==> src/hw/rtl/cell_vote_bit_decoder_defines.svh <==
// ----------------------------------------------------------------------------
// Cell vote bit decoder: assertion macros
// Concurrent check macros clocked on clk_i and gated by rst_ni.
// ----------------------------------------------------------------------------
`ifndef CELL_VOTE_BIT_DECODER_DEFINES_SVH
`define CELL_VOTE_BIT_DECODER_DEFINES_SVH

`ifndef SYNTHESIS
// Same-cycle implication.
`define CVBD_ASSERT_NOW(lbl, ante, cons) \
  lbl: assert property (@(posedge clk_i) disable iff (!rst_ni) (ante) |-> (cons)) \
    else $error("cell vote bit decoder check failed");
// Next-cycle implication.
`define CVBD_ASSERT_NEXT(lbl, ante, cons) \
  lbl: assert property (@(posedge clk_i) disable iff (!rst_ni) (ante) |=> (cons)) \
    else $error("cell vote bit decoder check failed");
`else
`define CVBD_ASSERT_NOW(lbl, ante, cons)
`define CVBD_ASSERT_NEXT(lbl, ante, cons)
`endif

`endif

==> src/hw/rtl/cvbd_pkg.sv <==
// ----------------------------------------------------------------------------
// Cell vote bit decoder package
// Widths, register indexes, reset values and sequencer states.
// ----------------------------------------------------------------------------
`timescale 1ns / 1ps
`default_nettype none

package cvbd_pkg;

  localparam int MaxSamples  = 64;
  localparam int SampleAddrW = $clog2(MaxSamples);
  localparam int CountW      = SampleAddrW + 1;
  localparam int SampleW     = 8;
  localparam int ByteW       = 8;
  localparam int BitPosW     = 3;
  localparam int CfgIdxW     = 2;
  localparam int CfgDataW    = 8;

  localparam logic [CfgIdxW-1:0] CFG_SAMPLES_PER_BIT = 2'd0;
  localparam logic [CfgIdxW-1:0] CFG_BIT_THRESHOLD   = 2'd1;

  localparam logic [CountW-1:0]  SpbReset = CountW'(25);
  localparam logic [SampleW-1:0] ThrReset = SampleW'(100);

  typedef enum logic [2:0] {
    ST_IDLE,
    ST_CAND_RD,
    ST_CAND_CAP,
    ST_SCAN,
    ST_TALLY,
    ST_DECIDE
  } cvbd_state_e;

endpackage

`default_nettype wire

==> src/hw/rtl/cvbd_ram.sv <==
// ----------------------------------------------------------------------------
// Cell vote bit decoder: generic RAM
// One write port, one read port with registered read data.
// ----------------------------------------------------------------------------
`timescale 1ns / 1ps
`default_nettype none

module cvbd_ram #(
  parameter int Width = 8,
  parameter int Depth = 64
) (
  input  wire logic                     clk_i,
  input  wire logic                     we_i,
  input  wire logic [$clog2(Depth)-1:0] waddr_i,
  input  wire logic [Width-1:0]         wdata_i,
  input  wire logic [$clog2(Depth)-1:0] raddr_i,
  output logic      [Width-1:0]         rdata_o
);

  logic [Width-1:0] mem_q [Depth];

  always_ff @(posedge clk_i) begin
    if (we_i) begin
      mem_q[waddr_i] <= wdata_i;
    end
    rdata_o <= mem_q[raddr_i];
  end

endmodule

`default_nettype wire

==> src/hw/rtl/cell_vote_bit_decoder.sv <==
// Timing: a sample that does not close a cell is stored and the decoder stays idle;
// a closing sample of an n-sample cell starts a vote: per candidate one read, one
// capture, n compare reads and one tally on the single RAM port, then one decide.
// Throughput: one sample per cycle inside a cell; no sample is taken during a vote,
// and the decide of a byte's last bit stalls while an earlier output byte is unread.
// Reset: 25 samples per bit, threshold 100, counts clear; the sample RAM is not cleared.
`timescale 1ns / 1ps
`default_nettype none
`include "cell_vote_bit_decoder_defines.svh"

// ----------------------------------------------------------------------------
// Cell vote bit decoder
// Votes each cell of samples by its mode, thresholds it to a bit and packs
// eight bits LSB first into an output byte.
// ----------------------------------------------------------------------------
module cell_vote_bit_decoder import cvbd_pkg::*; (
  input  wire logic                clk_i,
  input  wire logic                rst_ni,
  input  wire logic                sample_valid_i,
  output logic                     sample_ready_o,
  input  wire logic [SampleW-1:0]  sample_i,
  output logic                     data_byte_valid_o,
  input  wire logic                data_byte_ready_i,
  output logic      [ByteW-1:0]    data_byte_o,
  input  wire logic                cfg_valid_i,
  output logic                     cfg_ready_o,
  input  wire logic [CfgIdxW-1:0]  cfg_index_i,
  input  wire logic [CfgDataW-1:0] cfg_data_i
);

  cvbd_state_e state_q, state_d;

  logic [CountW-1:0]      spb_q;
  logic [SampleW-1:0]     thr_q;
  logic [SampleAddrW-1:0] cnt_q, cnt_d;
  logic [ByteW-1:0]       bits_q, bits_d;
  logic [BitPosW-1:0]     pos_q, pos_d;
  logic [SampleAddrW-1:0] last_q, last_d;
  logic [SampleAddrW-1:0] cand_idx_q, cand_idx_d;
  logic [SampleAddrW-1:0] scan_idx_q, scan_idx_d;
  logic [SampleW-1:0]     cand_q, cand_d;
  logic [CountW-1:0]      match_q, match_d;
  logic [CountW-1:0]      best_cnt_q, best_cnt_d;
  logic [SampleW-1:0]     best_val_q, best_val_d;
  logic                   cmp_vld_q, cmp_vld_d;
  logic                   out_vld_q, out_vld_d;
  logic [ByteW-1:0]       out_byte_q, out_byte_d;

  logic [CountW-1:0]      eff_size;
  logic [CountW-1:0]      cnt_inc;
  logic                   cell_done;
  logic                   in_fire;
  logic                   hit;
  logic [CountW-1:0]      match_total;
  logic [ByteW-1:0]       bits_new;
  logic [SampleAddrW-1:0] rd_addr;
  logic [SampleW-1:0]     rd_data;

  assign cfg_ready_o       = 1'b1;
  assign sample_ready_o    = (state_q == ST_IDLE);
  assign data_byte_valid_o = out_vld_q;
  assign data_byte_o       = out_byte_q;
  assign in_fire           = sample_valid_i && sample_ready_o;

  // Clamp the cell size into 1..MaxSamples.
  always_comb begin
    eff_size = spb_q;
    if (spb_q == '0) begin
      eff_size = CountW'(1);
    end else if (spb_q > CountW'(MaxSamples)) begin
      eff_size = CountW'(MaxSamples);
    end
  end

  assign cnt_inc     = {1'b0, cnt_q} + CountW'(1);
  assign cell_done   = (cnt_inc >= eff_size);
  assign hit         = cmp_vld_q && (rd_data == cand_q);
  assign match_total = match_q + CountW'(hit);
  assign bits_new    = bits_q | (ByteW'(best_val_q > thr_q) << pos_q);
  assign rd_addr     = (state_q == ST_CAND_RD) ? cand_idx_q : scan_idx_q;

  cvbd_ram #(
    .Width (SampleW),
    .Depth (MaxSamples)
  ) u_cell_ram (
    .clk_i   (clk_i),
    .we_i    (in_fire),
    .waddr_i (cnt_q),
    .wdata_i (sample_i),
    .raddr_i (rd_addr),
    .rdata_o (rd_data)
  );

  always_comb begin
    state_d    = state_q;
    cnt_d      = cnt_q;
    bits_d     = bits_q;
    pos_d      = pos_q;
    last_d     = last_q;
    cand_idx_d = cand_idx_q;
    scan_idx_d = scan_idx_q;
    cand_d     = cand_q;
    match_d    = match_q;
    best_cnt_d = best_cnt_q;
    best_val_d = best_val_q;
    cmp_vld_d  = (state_q == ST_SCAN);
    out_vld_d  = out_vld_q && !data_byte_ready_i;
    out_byte_d = out_byte_q;

    case (state_q)
      ST_IDLE: begin
        if (in_fire) begin
          if (cell_done) begin
            cnt_d      = '0;
            last_d     = SampleAddrW'(eff_size - CountW'(1));
            cand_idx_d = '0;
            best_cnt_d = '0;
            state_d    = ST_CAND_RD;
          end else begin
            cnt_d = cnt_inc[SampleAddrW-1:0];
          end
        end
      end
      ST_CAND_RD: begin
        state_d = ST_CAND_CAP;
      end
      ST_CAND_CAP: begin
        cand_d     = rd_data;
        scan_idx_d = '0;
        match_d    = '0;
        state_d    = ST_SCAN;
      end
      ST_SCAN: begin
        match_d = match_total;
        if (scan_idx_q == last_q) begin
          state_d = ST_TALLY;
        end else begin
          scan_idx_d = scan_idx_q + SampleAddrW'(1);
        end
      end
      ST_TALLY: begin
        // Strict compare keeps the earliest value on a tie.
        if (match_total > best_cnt_q) begin
          best_cnt_d = match_total;
          best_val_d = cand_q;
        end
        if (cand_idx_q == last_q) begin
          state_d = ST_DECIDE;
        end else begin
          cand_idx_d = cand_idx_q + SampleAddrW'(1);
          state_d    = ST_CAND_RD;
        end
      end
      ST_DECIDE: begin
        if (pos_q == '1) begin
          // Hold until the output register is free.
          if (!out_vld_d) begin
            out_vld_d  = 1'b1;
            out_byte_d = bits_new;
            bits_d     = '0;
            pos_d      = '0;
            state_d    = ST_IDLE;
          end
        end else begin
          bits_d  = bits_new;
          pos_d   = pos_q + BitPosW'(1);
          state_d = ST_IDLE;
        end
      end
      default: begin
        state_d = ST_IDLE;
      end
    endcase
  end

  always_ff @(posedge clk_i or negedge rst_ni) begin
    if (!rst_ni) begin
      state_q   <= ST_IDLE;
      spb_q     <= SpbReset;
      thr_q     <= ThrReset;
      cnt_q     <= '0;
      bits_q    <= '0;
      pos_q     <= '0;
      cmp_vld_q <= 1'b0;
      out_vld_q <= 1'b0;
    end else begin
      state_q   <= state_d;
      cnt_q     <= cnt_d;
      bits_q    <= bits_d;
      pos_q     <= pos_d;
      cmp_vld_q <= cmp_vld_d;
      out_vld_q <= out_vld_d;
      if (cfg_valid_i && cfg_ready_o) begin
        case (cfg_index_i)
          CFG_SAMPLES_PER_BIT: spb_q <= cfg_data_i[CountW-1:0];
          CFG_BIT_THRESHOLD:   thr_q <= cfg_data_i;
          default: ;
        endcase
      end
    end
  end

  always_ff @(posedge clk_i) begin
    last_q     <= last_d;
    cand_idx_q <= cand_idx_d;
    scan_idx_q <= scan_idx_d;
    cand_q     <= cand_d;
    match_q    <= match_d;
    best_cnt_q <= best_cnt_d;
    best_val_q <= best_val_d;
    out_byte_q <= out_byte_d;
  end

  `CVBD_ASSERT_NEXT(a_close_starts_vote, in_fire && cell_done, state_q == ST_CAND_RD)
  `CVBD_ASSERT_NOW(a_best_within_cell, state_q == ST_DECIDE,
                   (best_cnt_q != '0) && (best_cnt_q <= ({1'b0, last_q} + CountW'(1))))
  `CVBD_ASSERT_NOW(a_byte_load_clears, $rose(data_byte_valid_o),
                   (pos_q == '0) && (bits_q == '0))

endmodule

`default_nettype wire
==> config.mk <==
export PLATFORM = sky130hd
export DESIGN_NAME = cell_vote_bit_decoder
export DESIGN_NICKNAME = d
export VERILOG_FILES = /design/src/hw/rtl/cvbd_pkg.sv /design/src/hw/rtl/cvbd_ram.sv /design/src/hw/rtl/cell_vote_bit_decoder.sv
export VERILOG_INCLUDE_DIRS = /design/src /design/src/hw/rtl
export SDC_FILE = /design/constraint.sdc
export NUM_CORES = 1
export LEC_CHECK = 0
export BUFFER_PORTS_ARGS = -buffer_cell sky130_fd_sc_hd__buf_2
export CORE_AREA = 3 3 220 222
export CTS_CLUSTER_DIAMETER = 100
export DETAILED_ROUTE_END_ITERATION = 8
export DIE_AREA = 0 0 223 225
export PLACE_DENSITY = 0.71
export SETUP_SLACK_MARGIN = 0.1
export SLEW_MARGIN = 20
export SYNTH_ARGS = -nofsm -noshare
export SYNTH_HDL_FRONTEND = slang
export SYNTH_SLANG_ARGS = --single-unit
==> constraint.sdc <==
create_clock -name clk_i -period 3.7 [get_ports clk_i]
set_input_delay 0 -clock clk_i [delete_from_list [all_inputs] [get_ports clk_i]]
set_output_delay 0 -clock clk_i [all_outputs]
set_load 0.1 [all_outputs]
==> reports/metrics.csv <==
stage,metric,value,unit
hold_path,worst hold path class,in2reg,
placed_design,total instance count after detailed placement,2427,
clocking,count of buffers added by post-CTS timing repair for setup,0,
sta,final setup violation count,0,
sta,maximum frequency from static timing analysis,0.302,GHz
logic_synthesis,Async SR Flop Fraction,0.0604,
worst_setup_path,capturing element type of the critical path,flop,
logic_synthesis,number of register bits inferred by synthesis,613,
detailed_routing,routed length per instance,22.7,um
worst_setup_path,cell count of the worst reg-to-reg path,15,
clocking,buffer type at the clock tree root,sky130_fd_sc_hd__clkbuf_16,
sta,count of endpoints failing hold in the final timing report,0,
global_routing,largest net degree at the start of global routing,67,
logic_synthesis,cell area after synthesis,0.0256,mm2
sta,transition time of the tightest slew-check pin,1.16,ns
die,row count,79,
clocking,clock sink count,613,
worst_setup_path,highest fanout seen on the critical path,7,
worst_setup_path,"slowest stage cell, crit path",sky130_fd_sc_hd__dfxtp_1,
cells_and_area,antenna cells,0,
job,max capacitance violation total,0,
pwr,cell area power density,755,mW/mm2
placed_design,weighted congestion at the end of routability-driven global placement,0.888,
worst_setup_path,Critical Path RT,4.07,ns
worst_setup_path,arrival time of data at the critical path endpoint,3.69,ns
logic_synthesis,cell type contributing the most total cell area after synthesis,sky130_fd_sc_hd__edfxtp_1,
placed_design,placed inst area,0.0267,mm2
sta,unrepaired setup endpoints after global routing,false,
cells_and_area,final instance area,0.0289,mm2
die,total core area,0.0466,mm2
die,Die Width,223,um
logic_synthesis,leading cell types by total area after synthesis,"sky130_fd_sc_hd__edfxtp_1 67%, sky130_fd_sc_hd__mux2i_1 6.4%, sky130_fd_sc_hd__nand2_1 4.4%, sky130_fd_sc_hd__dfrtp_1 3.0%, sky130_fd_sc_hd__mux2_2 2.0%",
worst_setup_path,startpoint type of the worst setup path,flop,
clocking,worst-skew pair later-pin latency,0.64,ns
clocking,clock tree from TritonCTS,yes,
detailed_routing,router iterations before antenna repair,5,
pwr,Leakage Power,10.6,nW
detailed_routing,drc violations,0,
clocking,Max H-tree Level,2,
sta,Max Transition Viols Final,0,
clocking,clock-pin slew on the worst setup and hold paths,0.06,ns
pwr,highest ir drop seen on vdd,0.418,mV
logic_synthesis,Ys Warns,0,
sta,worst slew slack as a fraction of its limit,0.219,
logic_synthesis,Most used DFF post-synth,sky130_fd_sc_hd__edfxtp_1,
global_routing,GRT Total Usage,0.231,
logic_synthesis,count of flip-flops with a built-in enable after synthesis,568,
detailed_routing,count of nets left with antenna violations after detail routing,0,
die,die span in y,225,um
worst_setup_path,WS Path Type,reg2reg,
sta,Fin Clk Skew,0.0232,ns
die,Die ar.,0.0502,mm2
sta,minimum clock period,3.31,ns
worst_setup_path,"slowest stage delay, CP",0.44,ns
worst_setup_path,cell occurring most often along the worst timing path,sky130_fd_sc_hd__ha_1,
logic_synthesis,total nets after synthesis,1859,
clocking,TritonCTS buffer count,61,
pwr,post-layout power,21.8,mW
status,run status,completed,
global_routing,Overflow after GRT,0,
logic_synthesis,number of instances in the synthesized netlist,1806,
cells_and_area,most frequent cells in the layout,"568 x sky130_fd_sc_hd__edfxtp_1, 300 x sky130_fd_sc_hd__nand2_1, 162 x sky130_fd_sc_hd__mux2i_1",
worst_setup_path,"logic depth of the worst path, buffers included",15,
worst_setup_path,slack of the worst reg-to-reg path,0.39,ns
cells_and_area,synth-to-layout area growth,12.9,%
placed_design,dpl hpwl,36500,um
placed_design,input/output buffers,32,
detailed_routing,via-per-instance ratio,5.94,
worst_setup_path,crit-path cells,"xnor2_1, nand4_1, nor4_2, and3_1, ha_1, ha_1, nand3_1, xor2_1, inv_1, ha_1, a21o_1, a21oi_1, o21ai_0, o211a_1, or2_2",
sta,Fin Setup TNS,0,ns
global_routing,first-pass GRT wire length,89000,um
logic_synthesis,sequential element share of the synthesized area,0.709,
cells_and_area,"commonest non-fill, non-tap cell in the layout",sky130_fd_sc_hd__edfxtp_1,
detailed_routing,routed via count,15182,
die,IO Count,34,
detailed_routing,sum of routed wire length over all layers,58200,um
worst_setup_path,Crit path buffers/inverters,1,
cells_and_area,number of nets at the end of the flow,1955,
logic_synthesis,average footprint of a synthesized cell,14.2,um2
sta,final worst-path cycle share,0.895,
global_routing,number of antenna violations at the first check in global routing,1,
hold_path,hold depth,3,
worst_setup_path,Worst path top cell family by delay,simple AND/OR/NAND/NOR gates,
cells_and_area,share of final-layout standard cells stronger than drive strength 1,0.138,
detailed_routing,starting DRC count in detailed routing,1581,
cells_and_area,final instance count without filler cells,2557,
logic_synthesis,Yosys cell types,58,
global_routing,vias in the first global route,15056,
die,starting density of the core,0.550,
logic_synthesis,share of the synthesized area in the top cell type,0.666,
clocking,CTS max path bufs,3,
-- final timing paths --
kind / from / endpoint
setup / recovery: u_cell_ram.rdata_o[4] / best_cnt_q[6]
hold / removal: cfg_index_i[0] / thr_q[0]
setup reg to reg: u_cell_ram.rdata_o[4] / best_cnt_q[6]
hold reg to reg: cand_q[1] / best_val_q[1]
max in group asynchronous: rst_ni / bits_q[4]
min in group asynchronous: rst_ni / state_q[2]
-- cells in the mapped netlist, types with 6 or more instances --
cell type	n
sky130_fd_sc_hd__a21o_1	13
sky130_fd_sc_hd__a21oi_1	38
sky130_fd_sc_hd__a22o_1	14
sky130_fd_sc_hd__a31oi_1	35
sky130_fd_sc_hd__and3_1	40
sky130_fd_sc_hd__buf_1	14
sky130_fd_sc_hd__buf_2	29
sky130_fd_sc_hd__buf_4	9
sky130_fd_sc_hd__buf_6	9
sky130_fd_sc_hd__clkbuf_1	31
sky130_fd_sc_hd__dfrtp_1	31
sky130_fd_sc_hd__dfstp_2	6
sky130_fd_sc_hd__dfxtp_1	8
sky130_fd_sc_hd__edfxtp_1	568
sky130_fd_sc_hd__ha_1	30
sky130_fd_sc_hd__inv_1	31
sky130_fd_sc_hd__mux2_2	46
sky130_fd_sc_hd__mux2i_1	163
sky130_fd_sc_hd__nand2_1	301
sky130_fd_sc_hd__nand2b_1	6
sky130_fd_sc_hd__nand3_1	82
sky130_fd_sc_hd__nand3b_1	6
sky130_fd_sc_hd__nand4_1	7
sky130_fd_sc_hd__nor2_1	108
sky130_fd_sc_hd__nor3_1	7
sky130_fd_sc_hd__nor4_2	8
sky130_fd_sc_hd__o21ai_0	20
sky130_fd_sc_hd__o22ai_1	31
sky130_fd_sc_hd__or4_1	15
sky130_fd_sc_hd__xnor2_1	24
sky130_fd_sc_hd__xor2_1	17
-- worst register-to-register path, stage by stage, from the launching register on --
cell and delay (ns):
sky130_fd_sc_hd__dfxtp_1 0.44, sky130_fd_sc_hd__xnor2_1 0.15, sky130_fd_sc_hd__nand4_1 0.14, sky130_fd_sc_hd__nor4_2 0.18, sky130_fd_sc_hd__and3_1 0.23, sky130_fd_sc_hd__ha_1 0.20
sky130_fd_sc_hd__ha_1 0.21, sky130_fd_sc_hd__nand3_1 0.11, sky130_fd_sc_hd__xor2_1 0.24, sky130_fd_sc_hd__inv_1 0.07, sky130_fd_sc_hd__ha_1 0.18, sky130_fd_sc_hd__a21o_1 0.15
sky130_fd_sc_hd__a21oi_1 0.13, sky130_fd_sc_hd__o21ai_0 0.10, sky130_fd_sc_hd__o211a_1 0.15, sky130_fd_sc_hd__or2_2 0.37
-- flip-flops by register name, indices dropped and copies added, names as in the netlist, 7 cells and up --
signal	count
u_cell_ram.mem_q	512
best_val_q	8
bits_q	8
cand_q	8
data_byte_o	8
thr_q	8
u_cell_ram.rdata_o	8
best_cnt_q	7
match_q	7
spb_q	7
-- repair_timing --
item	CTS	global route
resized for setup	0	2
hold buffers	19	0
hold endpoints to repair	102	0
endpoints found under the setup margin	0	15
-- power breakdown --
part           leakage [nW]  internal (mW)  total (mW)  switching [mW]
Sequential             5.64           8.05        8.45           0.403
Clock                 0.972           3.53        6.10            2.56
Combinational          3.95           2.83        7.30            4.47
Total                  10.6           14.4        21.8            7.44
-- metrics by stage --
step           utilization  worst slack [ns]  hold slack [ns]
6_report             0.621             0.389           0.0344
5_1_grt              0.621             0.124           0.0499
4_1_cts              0.621             0.285          0.00381
3_5_place_dp         0.574             0.306            0.176
3_3_place_gp         0.574             0.381            0.160
2_1_floorplan            -             0.669           -0.296
-- cell type report --
class / instances / area [um2]
fillers: 3378 / 17600
inverters: 32 / 120
clock buffers: 72 / 1580
repair buffers: 125 / 993
clock inverters: 39 / 409
well taps: 607 / 759
flip-flops and latches: 613 / 18100
multi-input cells: 1069 / 6910
-- logic make-up (layout without fill, tap and decap cells) --
family | after synthesis | after routing | synth area share
xor+xnor | 41 | 41 | 0.0140
compound gates | 178 | 178 | 0.0452
other cells | 1 | 1 | 0.000146
simple gates | 610 | 610 | 0.110
mux | 209 | 209 | 0.0839
buf+inv | 124 | 268 | 0.0235
flops | 613 | 613 | 0.709
fa+ha+maj | 30 | 30 | 0.0147
-- layer usage --
layer / GRT usage / share of wire
met1: 0.324 / 0.42
met2: 0.371 / 0.47
met3: 0.0403 / 0.077
met4: 0.0792 / 0.030
met5: 0 / 0
Note: power is estimated with default switching activity, not from simulation.
